### config.mk
export PLATFORM = sky130hd
export DESIGN_NAME = pes_packetizer
export DESIGN_NICKNAME = d
export VERILOG_FILES = /design/src/hw/rtl/pesp_pkg.sv /design/src/hw/rtl/pesp_front.sv /design/src/hw/rtl/pesp_cmdq.sv /design/src/hw/rtl/pesp_back.sv /design/src/hw/rtl/pes_packetizer.sv
export SDC_FILE = /design/constraint.sdc
export NUM_CORES = 1
export LEC_CHECK = 0
export ABC_CLOCK_PERIOD_IN_PS = 10400
export BUFFER_PORTS_ARGS = -buffer_cell sky130_fd_sc_hd__buf_2
export CAP_MARGIN = 20
export CORE_UTILIZATION = 41
export CTS_CLUSTER_DIAMETER = 150
export DETAILED_ROUTE_END_ITERATION = 8
export PLACE_DENSITY = 0.6
export SLEW_MARGIN = 15
export SYNTH_ARGS = -nofsm -noshare
export SYNTH_HDL_FRONTEND = slang
export SYNTH_HIERARCHICAL = 1
export SYNTH_SLANG_ARGS = --single-unit
### constraint.sdc
create_clock -name clk -period 10.4 [get_ports clk]
set_input_delay 2.08 -clock clk [delete_from_list [all_inputs] [get_ports clk]]
set_output_delay 2.08 -clock clk [all_outputs]
set_load 0.005 [all_outputs]
### src/hw/rtl/pesp_pkg.sv
package pesp_pkg;

	// command kinds passed from the front end to the byte sequencer
	localparam logic [1:0] CMD_ERR = 2'd0;  // one error word, nothing else
	localparam logic [1:0] CMD_PAY = 2'd1;  // one payload word
	localparam logic [1:0] CMD_HDR = 2'd2;  // packet header words, then one payload word

	// error codes carried on error_code
	localparam logic [1:0] ERR_OK    = 2'd0;
	localparam logic [1:0] ERR_DTS   = 2'd1;
	localparam logic [1:0] ERR_LEN   = 2'd2;
	localparam logic [1:0] ERR_MAXSZ = 2'd3;

	// configuration register indexes
	localparam logic [1:0] REG_STREAM_ID  = 2'd0;
	localparam logic [1:0] REG_SPLIT      = 2'd1;
	localparam logic [1:0] REG_MAX_PACKET = 2'd2;

	typedef struct packed {
		logic [1:0]  kind;
		logic [1:0]  err;
		logic [7:0]  data;
		logic        last;
		logic [7:0]  sid;
		logic [15:0] len;
		logic        opt;
		logic        al;
		logic        p;
		logic        d;
		logic [32:0] pts;
		logic [32:0] dts;
	} cmd_t;

endpackage

### src/hw/rtl/pesp_front.sv
module pesp_front #(
	parameter int UNIT_SIZE_BITS = 24
) (
	input  logic                      clk,
	input  logic                      arst_n,
	input  logic                      cfg_valid,
	output logic                      cfg_ready,
	input  logic [1:0]                cfg_index,
	input  logic [15:0]               cfg_data,
	input  logic                      push,
	output logic                      full,
	input  logic [7:0]                data_byte,
	input  logic                      unit_start,
	input  logic [UNIT_SIZE_BITS-1:0] unit_size,
	input  logic [32:0]               pts_value,
	input  logic [32:0]               dts_value,
	input  logic                      pts_present,
	input  logic                      dts_present,
	input  logic                      align_flag,
	input  logic                      q_full,
	output logic                      q_push,
	output pesp_pkg::cmd_t            q_cmd
);

	localparam int U = UNIT_SIZE_BITS;

	function automatic logic has_opt(input logic [7:0] sid);
		has_opt = !(sid == 8'hBC || sid == 8'hBF || sid == 8'hF0 || sid == 8'hF1 ||
			sid == 8'hF2 || sid == 8'hF8 || sid == 8'hFF);
	endfunction

	logic [7:0]  sid_q;
	logic        split_q;
	logic [15:0] mps_q;

	logic [U-1:0] ubl_q;
	logic [15:0]  cbl_q;
	logic         first_q;
	logic         drop_q;
	logic [15:0]  cpm_q;
	logic [32:0]  pts_q;
	logic [32:0]  dts_q;
	logic [2:0]   flags_q;

	logic [U-1:0] e_ubl, n_ubl, chunk;
	logic [15:0]  e_cbl, n_cbl, cbl_w, e_cpm, n_cpm;
	logic         e_first, n_first, e_drop, n_drop;
	logic [32:0]  e_pts, e_dts;
	logic [2:0]   e_flags;
	logic         acc, p_in, d_in, opt, video, hdr, cpm_on, p2, d2;
	logic [3:0]   ts_in, ts2;
	logic [4:0]   extra_in, extra2;
	logic [U:0]   len_chk;
	logic [1:0]   err;

	assign cfg_ready = 1'b1;
	assign full      = q_full;

	always_ff @(posedge clk or negedge arst_n) begin
		if (!arst_n) begin
			sid_q   <= 8'hE0;
			split_q <= 1'b0;
			mps_q   <= 16'd184;
		end else if (cfg_valid) begin
			unique case (cfg_index)
				pesp_pkg::REG_STREAM_ID:  sid_q   <= cfg_data[7:0];
				pesp_pkg::REG_SPLIT:      split_q <= cfg_data[0];
				pesp_pkg::REG_MAX_PACKET: mps_q   <= cfg_data;
				default: ;
			endcase
		end
	end

	always_comb begin
		acc      = push && !q_full;
		p_in     = pts_present;
		d_in     = pts_present && dts_present;
		ts_in    = d_in ? 4'd10 : (p_in ? 4'd5 : 4'd0);
		opt      = has_opt(sid_q);
		video    = (sid_q[7:4] == 4'hE);
		extra_in = opt ? 5'd3 + {1'b0, ts_in} : 5'd0;
		len_chk  = {1'b0, unit_size} + (U+1)'(extra_in);
		err      = pesp_pkg::ERR_OK;
		priority if (split_q && mps_q < 16'd10 + {12'd0, ts_in}) err = pesp_pkg::ERR_MAXSZ;
		else if (d_in && dts_value > pts_value) err = pesp_pkg::ERR_DTS;
		else if (!split_q && !video && len_chk > (U+1)'(65535)) err = pesp_pkg::ERR_LEN;

		e_ubl   = ubl_q;
		e_cbl   = cbl_q;
		e_first = first_q;
		e_drop  = drop_q;
		e_cpm   = cpm_q;
		e_pts   = pts_q;
		e_dts   = dts_q;
		e_flags = flags_q;
		q_push  = 1'b0;
		q_cmd   = '0;

		// a unit start abandons whatever was in progress
		if (unit_start) begin
			e_ubl   = unit_size;
			e_cbl   = 16'd0;
			e_drop  = 1'b0;
			e_first = 1'b1;
			e_cpm   = 16'd0;
			if (unit_size != '0) begin
				if (err != pesp_pkg::ERR_OK) begin
					q_push     = acc;
					q_cmd.kind = pesp_pkg::CMD_ERR;
					q_cmd.err  = err;
					e_drop     = 1'b1;
				end else begin
					e_cpm   = split_q ? mps_q - 16'd9 - {12'd0, ts_in} : 16'd0;
					e_pts   = pts_value;
					e_dts   = dts_value;
					e_flags = {align_flag, d_in, p_in};
				end
			end
		end

		cpm_on  = (e_cpm != 16'd0);
		hdr     = e_first || (cpm_on && e_cbl == 16'd0);
		chunk   = (cpm_on && e_ubl > U'(e_cpm)) ? U'(e_cpm) : e_ubl;
		p2      = e_first && e_flags[0];
		d2      = p2 && e_flags[1];
		ts2     = d2 ? 4'd10 : (p2 ? 4'd5 : 4'd0);
		extra2  = opt ? 5'd3 + {1'b0, ts2} : 5'd0;
		cbl_w   = e_cbl;
		n_ubl   = e_ubl;
		n_cbl   = e_cbl;
		n_first = e_first;
		n_drop  = e_drop;
		n_cpm   = e_cpm;

		if (e_ubl == '0) begin
			n_drop = 1'b0;
		end else if (e_drop) begin
			// swallow the bytes of a rejected unit
			n_ubl  = e_ubl - U'(1);
			n_drop = (n_ubl != '0);
		end else begin
			if (hdr) begin
				cbl_w   = cpm_on ? chunk[15:0] : 16'd0;
				n_first = 1'b0;
			end
			n_ubl = e_ubl - U'(1);
			n_cbl = (cpm_on && cbl_w != 16'd0) ? cbl_w - 16'd1 : cbl_w;
			q_push     = acc;
			q_cmd.kind = hdr ? pesp_pkg::CMD_HDR : pesp_pkg::CMD_PAY;
			q_cmd.data = data_byte;
			q_cmd.last = (n_ubl == '0) || (cpm_on && n_cbl == 16'd0);
			q_cmd.sid  = sid_q;
			q_cmd.len  = video ? 16'd0 : {11'd0, extra2} + chunk[15:0];
			q_cmd.opt  = opt;
			q_cmd.al   = e_first && e_flags[2];
			q_cmd.p    = p2;
			q_cmd.d    = d2;
			q_cmd.pts  = e_pts;
			q_cmd.dts  = e_dts;
			if (n_ubl == '0) begin
				n_cbl   = 16'd0;
				n_cpm   = 16'd0;
				n_first = 1'b1;
			end
		end
	end

	always_ff @(posedge clk or negedge arst_n) begin
		if (!arst_n) begin
			ubl_q   <= '0;
			cbl_q   <= 16'd0;
			first_q <= 1'b1;
			drop_q  <= 1'b0;
			cpm_q   <= 16'd0;
			pts_q   <= 33'd0;
			dts_q   <= 33'd0;
			flags_q <= 3'd0;
		end else if (acc) begin
			ubl_q   <= n_ubl;
			cbl_q   <= n_cbl;
			first_q <= n_first;
			drop_q  <= n_drop;
			cpm_q   <= n_cpm;
			pts_q   <= e_pts;
			dts_q   <= e_dts;
			flags_q <= e_flags;
		end
	end

endmodule

### src/hw/rtl/pesp_cmdq.sv
module pesp_cmdq #(
	parameter int DEPTH = 4
) (
	input  logic           clk,
	input  logic           arst_n,
	input  logic           wr_en,
	input  pesp_pkg::cmd_t wr_cmd,
	output logic           q_full,
	input  logic           rd_en,
	output pesp_pkg::cmd_t rd_cmd,
	output logic           q_empty
);

	localparam int PW = (DEPTH > 1) ? $clog2(DEPTH) : 1;
	localparam int CW = $clog2(DEPTH + 1);

	pesp_pkg::cmd_t mem_q [DEPTH];
	logic [PW-1:0]  wp_q, rp_q;
	logic [CW-1:0]  cnt_q;
	logic           do_wr, do_rd;

	assign q_full  = (cnt_q == CW'(DEPTH));
	assign q_empty = (cnt_q == '0);
	assign do_wr   = wr_en && !q_full;
	assign do_rd   = rd_en && !q_empty;
	assign rd_cmd  = mem_q[rp_q];

	always_ff @(posedge clk) begin
		if (do_wr) mem_q[wp_q] <= wr_cmd;
	end

	always_ff @(posedge clk or negedge arst_n) begin
		if (!arst_n) begin
			wp_q  <= '0;
			rp_q  <= '0;
			cnt_q <= '0;
		end else begin
			if (do_wr) wp_q <= (wp_q == PW'(DEPTH - 1)) ? '0 : wp_q + PW'(1);
			if (do_rd) rp_q <= (rp_q == PW'(DEPTH - 1)) ? '0 : rp_q + PW'(1);
			if (do_wr && !do_rd) cnt_q <= cnt_q + CW'(1);
			else if (do_rd && !do_wr) cnt_q <= cnt_q - CW'(1);
		end
	end

endmodule

### src/hw/rtl/pesp_back.sv
module pesp_back (
	input  logic           clk,
	input  logic           arst_n,
	input  pesp_pkg::cmd_t cmd,
	input  logic           q_empty,
	output logic           q_pop,
	output logic           empty,
	input  logic           pop,
	output logic [7:0]     out_byte,
	output logic           packet_first,
	output logic           packet_last,
	output logic           run_last,
	output logic [1:0]     error_code
);

	// header word at position idx, start code through the last timestamp word
	function automatic logic [7:0] hdr_byte(input pesp_pkg::cmd_t c, input logic [4:0] idx);
		logic [32:0] t;
		logic [3:0]  m;
		logic [4:0]  j;
		logic [7:0]  tb;
		if (idx < 5'd14) begin
			t = c.pts;
			m = c.d ? 4'h3 : 4'h2;
			j = idx - 5'd9;
		end else begin
			t = c.dts;
			m = 4'h1;
			j = idx - 5'd14;
		end
		unique case (j)
			5'd0:    tb = {m, t[32:30], 1'b1};
			5'd1:    tb = t[29:22];
			5'd2:    tb = {t[21:15], 1'b1};
			5'd3:    tb = t[14:7];
			5'd4:    tb = {t[6:0], 1'b1};
			default: tb = 8'h00;
		endcase
		unique case (idx)
			5'd0, 5'd1: hdr_byte = 8'h00;
			5'd2:       hdr_byte = 8'h01;
			5'd3:       hdr_byte = c.sid;
			5'd4:       hdr_byte = c.len[15:8];
			5'd5:       hdr_byte = c.len[7:0];
			5'd6:       hdr_byte = {5'b10000, c.al, 2'b00};
			5'd7:       hdr_byte = c.d ? 8'hC0 : (c.p ? 8'h80 : 8'h00);
			5'd8:       hdr_byte = c.d ? 8'd10 : (c.p ? 8'd5 : 8'd0);
			default:    hdr_byte = tb;
		endcase
	endfunction

	logic [4:0] cnt_q, hcnt;
	logic       ov_q, adv, fire, fin;
	logic [7:0] ob_q, nb;
	logic       pf_q, pl_q, rl_q, npf, npl;
	logic [1:0] ec_q, nec;

	always_comb begin
		adv  = !ov_q || pop;
		fire = adv && !q_empty;
		hcnt = cmd.opt ? (cmd.d ? 5'd19 : (cmd.p ? 5'd14 : 5'd9)) : 5'd6;
		fin  = (cmd.kind != pesp_pkg::CMD_HDR) || (cnt_q == hcnt);
		nb   = 8'h00;
		npf  = 1'b0;
		npl  = 1'b0;
		nec  = pesp_pkg::ERR_OK;
		unique case (cmd.kind)
			pesp_pkg::CMD_ERR: nec = cmd.err;
			pesp_pkg::CMD_PAY: begin
				nb  = cmd.data;
				npl = cmd.last;
			end
			pesp_pkg::CMD_HDR: begin
				if (cnt_q == hcnt) begin
					nb  = cmd.data;
					npl = cmd.last;
				end else begin
					nb  = hdr_byte(cmd, cnt_q);
					npf = (cnt_q == 5'd0);
				end
			end
			default: ;
		endcase
	end

	assign q_pop = fire && fin;

	always_ff @(posedge clk or negedge arst_n) begin
		if (!arst_n) begin
			ov_q  <= 1'b0;
			cnt_q <= 5'd0;
		end else begin
			if (adv) ov_q <= fire;
			if (fire) cnt_q <= fin ? 5'd0 : cnt_q + 5'd1;
		end
	end

	always_ff @(posedge clk) begin
		if (fire) begin
			ob_q <= nb;
			pf_q <= npf;
			pl_q <= npl;
			rl_q <= fin;
			ec_q <= nec;
		end
	end

	assign empty        = !ov_q;
	assign out_byte     = ob_q;
	assign packet_first = pf_q;
	assign packet_last  = pl_q;
	assign run_last     = rl_q;
	assign error_code   = ec_q;

endmodule

### src/hw/rtl/pes_packetizer.sv
// PES packetizer. Elementary-stream bytes go in one word per push; PES words come out one
// per pop. The front end takes one input word every cycle while its command queue has room,
// checks and classifies it, and queues at most one command; the sequencer behind the queue
// sends one output word per cycle while the output register is free or popped. A payload
// word gives one output word. A word that opens a packet gives 7 output words for stream ids
// without optional fields, and 10, 15 or 20 with optional fields and no, PTS-only or PTS+DTS
// timestamps; the queue (CMDQ_DEPTH commands) lets input words keep arriving while a header
// drains, so full rises only when headers come faster than the sequencer can clear them or
// pop is held low. A rejected unit gives one error word, after which its bytes are dropped,
// one per cycle while the queue has room. Configuration writes are always ready
// and are meant to arrive while the block is idle.
module pes_packetizer #(
	parameter int UNIT_SIZE_BITS = 24,
	parameter int CMDQ_DEPTH     = 4
) (
	input  logic                      clk,
	input  logic                      arst_n,
	input  logic                      cfg_valid,
	output logic                      cfg_ready,
	input  logic [1:0]                cfg_index,
	input  logic [15:0]               cfg_data,
	input  logic                      push,
	output logic                      full,
	input  logic [7:0]                data_byte,
	input  logic                      unit_start,
	input  logic [UNIT_SIZE_BITS-1:0] unit_size,
	input  logic [32:0]               pts_value,
	input  logic [32:0]               dts_value,
	input  logic                      pts_present,
	input  logic                      dts_present,
	input  logic                      align_flag,
	output logic                      empty,
	input  logic                      pop,
	output logic [7:0]                out_byte,
	output logic                      packet_first,
	output logic                      packet_last,
	output logic                      run_last,
	output logic [1:0]                error_code
);

	pesp_pkg::cmd_t wr_cmd, rd_cmd;
	logic           q_push, q_full, q_pop, q_empty;

	// classify each input word and hold the unit and chunk counters
	pesp_front #(
		.UNIT_SIZE_BITS(UNIT_SIZE_BITS)
	) u_front (
		.clk         (clk),
		.arst_n      (arst_n),
		.cfg_valid   (cfg_valid),
		.cfg_ready   (cfg_ready),
		.cfg_index   (cfg_index),
		.cfg_data    (cfg_data),
		.push        (push),
		.full        (full),
		.data_byte   (data_byte),
		.unit_start  (unit_start),
		.unit_size   (unit_size),
		.pts_value   (pts_value),
		.dts_value   (dts_value),
		.pts_present (pts_present),
		.dts_present (dts_present),
		.align_flag  (align_flag),
		.q_full      (q_full),
		.q_push      (q_push),
		.q_cmd       (wr_cmd)
	);

	// decouple the two sides so a header burst does not stall the input at once
	pesp_cmdq #(
		.DEPTH(CMDQ_DEPTH)
	) u_cmdq (
		.clk     (clk),
		.arst_n  (arst_n),
		.wr_en   (q_push),
		.wr_cmd  (wr_cmd),
		.q_full  (q_full),
		.rd_en   (q_pop),
		.rd_cmd  (rd_cmd),
		.q_empty (q_empty)
	);

	// expand each command into output words in the output register, one per cycle unless held by pop
	pesp_back u_back (
		.clk          (clk),
		.arst_n       (arst_n),
		.cmd          (rd_cmd),
		.q_empty      (q_empty),
		.q_pop        (q_pop),
		.empty        (empty),
		.pop          (pop),
		.out_byte     (out_byte),
		.packet_first (packet_first),
		.packet_last  (packet_last),
		.run_last     (run_last),
		.error_code   (error_code)
	);

	// a payload word that closes a packet is always the last word of its input word
	assert property (@(posedge clk) disable iff (!arst_n)
		!empty && packet_last |-> run_last)
		else $error("packet_last without run_last");

	// an error word stands alone: zero data, no packet marks
	assert property (@(posedge clk) disable iff (!arst_n)
		!empty && error_code != pesp_pkg::ERR_OK |->
			run_last && out_byte == 8'h00 && !packet_first && !packet_last)
		else $error("malformed error word");

	// a packet opens with the first start-code word and never ends the run there
	assert property (@(posedge clk) disable iff (!arst_n)
		!empty && packet_first |-> out_byte == 8'h00 && !run_last && !packet_last)
		else $error("malformed packet start");

endmodule
==> flow_metrics.tcl <==
set metrics [dict create \
    ios 141 \
    post-cts-setup-buffers 0 \
    p_sw_uw 3570 \
    cts_root_buf "clkbuf_16" \
    place.port_buffers 139 \
    drtIter0Drc 1750 \
    worstHoldPathType "reg2reg" \
    synth_top_flop_cell "edfxtp_1" \
    pwr-share-clk 0.244 \
    syn-instance-count 2385 \
    syn_avg_cell_area_um2 12.9 \
    area_growth_pct 12.8 \
    cts_hold_buf 0 \
    first_pass_iters 6 \
    grt_pass1_vias 20700 \
    cts_tree "done" \
    end_kind "flip-flop" \
    synth_edf_count 441 \
    n_fill_cell 6699 \
    ys_seq_area_frac 0.566 \
    status "finished, final reports clean" \
    comb_power_share 0.376 \
    place_hpwl_um 63600 \
    overflow 0 \
    h-tree-depth 3 \
    place_congestion 0.951 \
    finalSetupTns_ns 0 \
    cts.sinks 606 \
    wl_um 89500 \
    required_ns 10.84 \
    start_util 0.413 \
    vdd_ir_drop_max_mv 0.150 \
    powerDensity_nw_per_um2 282 \
    setup_viol 0 \
    finalHoldViolCount 0 \
    ys_ff_latch 606 \
    final_area_um2 34700 \
    grt_pass1_wl_um 133000 \
    reg2reg_slack_ns 2.75 \
    grt_max_degree 110 \
    grt.total_usage 0.238 \
    finalMaxSlewViolations 0 \
    p_int_uw 6190 \
    viasPerCell 5.91 \
    core_area_um2 74300 \
    startpoint_type "input pin" \
    drive_gt1_frac 0.212 \
    max_freq_ghz 0.108 \
    worst_slack_ns 1.13 \
    clock_path_buffers 3 \
    grt_setup_unrepaired "no" \
    worstPathArrival_ns 9.71 \
    seq_power_share 0.381 \
    tightest_slew_ns 1.14 \
    netlist_top_cells_area "edfxtp_1 (43%), dfrtp_1 (13%), mux4_2 (7.8%), ha_1 (3.7%), nor2_1 (2.7%)" \
    yosysTopAreaCell "edfxtp_1" \
    cts_buffers 68 \
    ctsResizeCount 0 \
    synth_top_area_share 0.431 \
    dpl_cell_area_um2 32500 \
    post-place-ws_ns 0.706 \
    relSlewSlack 0.239 \
    crit_type "in2reg" \
    finClkSkew_ns 0.0363 \
    ant_nets 0 \
    path_clk_slew_ns 0.06 \
    die_area_um2 76000 \
    dieWidth_um 276 \
    fp-row-count 100 \
    wire_per_inst_um 25.3 \
    die_y_um 276 \
    clk-insertion-delay-late_ns 0.62 \
    crit_path_max_fanout 19 \
    yosys_warnings 6 \
    synthArstFlopShare 0.272 \
    netlist_area_um2 30700 \
    layout.nets 2733 \
    synth.distinct_cells 118 \
    antenna_found_initial 4 \
    period_minus_slack_ns 9.27 \
    drc 0 \
    min_period_over_period 0.891 \
    p_leak_uw 0.0132 \
    p_sw_frac 0.365 \
    vias 20900 \
    max_cap_viol_count 0 \
]
[final timing paths]
check                                                    from                       endpoint  depth (start not counted)
worst max-delay path                            pts_value[24]  u_cmdq/mem_q[3][94]$_DFFE_PP_                         28
worst min-delay path            u_front/pts_q[32]$_DFFE_PN0P_  u_front/pts_q[32]$_DFFE_PN0P_                          2
worst max register to register   u_front/mps_q[1]$_DFFE_PN0P_  u_cmdq/mem_q[3][94]$_DFFE_PP_                         26
worst min register to register  u_front/pts_q[32]$_DFFE_PN0P_  u_front/pts_q[32]$_DFFE_PN0P_                          2
max in group asynchronous                              arst_n  u_front/dts_q[21]$_DFFE_PN0P_                          2
min in group asynchronous                              arst_n  u_front/cbl_q[12]$_DFFE_PN0P_                          1
[synth_stat cells, types with 12 or more instances]
| cell | number |
|---|---|
| inv_1 | 91 |
| mux2i_1 | 69 |
| nor3_1 | 43 |
| ha_1 | 92 |
| o21ai_1 | 15 |
| a21o_1 | 17 |
| xnor2_1 | 35 |
| nand2b_1 | 18 |
| a22oi_1 | 22 |
| nand3_1 | 28 |
| a32o_1 | 12 |
| o31ai_1 | 35 |
| nand4_1 | 14 |
| and3_1 | 12 |
| clkbuf_1 | 70 |
| buf_2 | 31 |
| dfrtp_1 | 157 |
| a31oi_1 | 15 |
| xor2_1 | 21 |
| a21oi_1 | 114 |
| o211ai_1 | 12 |
| nor4_1 | 25 |
| nand2_1 | 170 |
| a211oi_1 | 14 |
| o21ai_0 | 107 |
| mux4_2 | 107 |
| nor2_1 | 221 |
| mux2_2 | 72 |
| edfxtp_1 | 441 |
| and2_1 | 32 |
| nor2b_1 | 23 |
[layout make-up]
type	instances	area, um2	area share
inverter	95	357	0.0103
clock inverter	29	322	0.00928
multi-input combinational	1557	12400	0.358
tap	969	1210	0.0350
clock buffer	95	1870	0.0538
timing repair buffer	184	1090	0.0314
sequential	606	17400	0.502
antenna	2	5.00	0.000144
[power by group through the flow]
stage	clock network [uW]	registers, uW	logic [uW]
2_1_floorplan	0	3630	2530
3_3_place_gp	0	3740	3620
3_5_place_dp	0	3770	3650
4_1_cts	2430	3720	3670
5_1_grt	2530	3780	3970
6_report	2380	3720	3660
[layout by cell type (no fill, tap or decap), types with 15 or more instances in the layout]
master | synthesis | layout
clkbuf_1 | 70 | 23
ha_1 | 92 | 92
nand2_1 | 170 | 170
nor2b_1 | 23 | 22
nor3_1 | 43 | 43
dfrtp_1 | 157 | 155
a21o_1 | 17 | 17
xor2_1 | 21 | 21
clkbuf_16 | 0 | 70
xnor2_1 | 35 | 35
and2_1 | 32 | 29
mux2i_1 | 69 | 69
buf_4 | 8 | 41
o21ai_1 | 15 | 15
nor2_1 | 221 | 220
nand3_1 | 28 | 28
a31oi_1 | 15 | 15
a22oi_1 | 22 | 22
mux4_2 | 107 | 107
a21oi_1 | 114 | 113
buf_2 | 31 | 138
nor4_1 | 25 | 25
mux2_2 | 72 | 72
edfxtp_1 | 441 | 441
o21ai_0 | 107 | 107
nand2b_1 | 18 | 16
o31ai_1 | 35 | 35
inv_1 | 91 | 91
[kinds of logic (layout without fill, tap and decap cells)]
kind of cell | after synthesis | after routing | share of synthesized area
and+or+nand+nor | 663 | 663 | 0.107
DFF | 606 | 606 | 0.566
AOI/OAI and AO/OA | 484 | 484 | 0.109
muxes | 254 | 254 | 0.130
buffers and inverters | 223 | 403 | 0.0314
adders and majority gates | 96 | 96 | 0.0401
xor gates and xnor gates | 57 | 57 | 0.0165
other | 2 | 5 | 0.000244
[sequential cells by signal, summed over array words and instances, names as in the netlist, 2 cells and up]
name	cells
u_front/pts_q	33
u_front/cbl_q	16
u_front/cpm_q	16
u_back/cnt_q	5
u_front/sid_q	8
u_front/flags_q	3
u_cmdq/cnt_q	3
u_front/mps_q	16
u_cmdq/mem_q	428
u_back/out_byte	8
u_back/error_code	2
u_front/dts_q	33
u_cmdq/rp_q	2
u_front/ubl_q	24
u_cmdq/wp_q	2
[layer usage]
layer,wire length [um],up-vias,track usage
li1,-,9329,-
met1,40200,10700,0.344
met2,40500,796,0.365
met3,6640,119,0.0430
met4,2120,0,0.0706
met5,0,-,0
[critical path: stages]
cell and delay (ns):
buf_2 0.08, inv_1 0.06, ha_1 0.33, nand4_2 0.19, nor4_4 0.53, a31oi_1 0.27, a2111oi_2 0.57, a31o_2 0.55
a22oi_1 0.27, ha_1 0.39, nand3_1 0.13, nor3_1 0.35, o221ai_1 0.22, a31o_2 0.33, nand2_1 0.31, nand2_1 0.09
a22o_1 0.26, inv_1 0.09, ha_1 0.21, o21ai_0 0.10, a21oi_1 0.20, or3b_2 0.48, or2_1 0.26, nor4_1 0.34
nand2b_1 0.14, xnor2_1 0.17, nor4_1 0.39, a41o_1 0.28
[through the flow]
step                      hold slack (ns)  total power, uW  instances  utilization
after global routing                0.501            10300       3536        0.466
final                               0.482             9760       3537        0.466
after floorplan                     0.448             6160       2386            -
after CTS                           0.483             9820       3535        0.466
after detailed placement            0.470             7420       3411        0.437
after global placement              0.461             7360       3411        0.437
No activity file was read; power rests on OpenSTA's default activity.
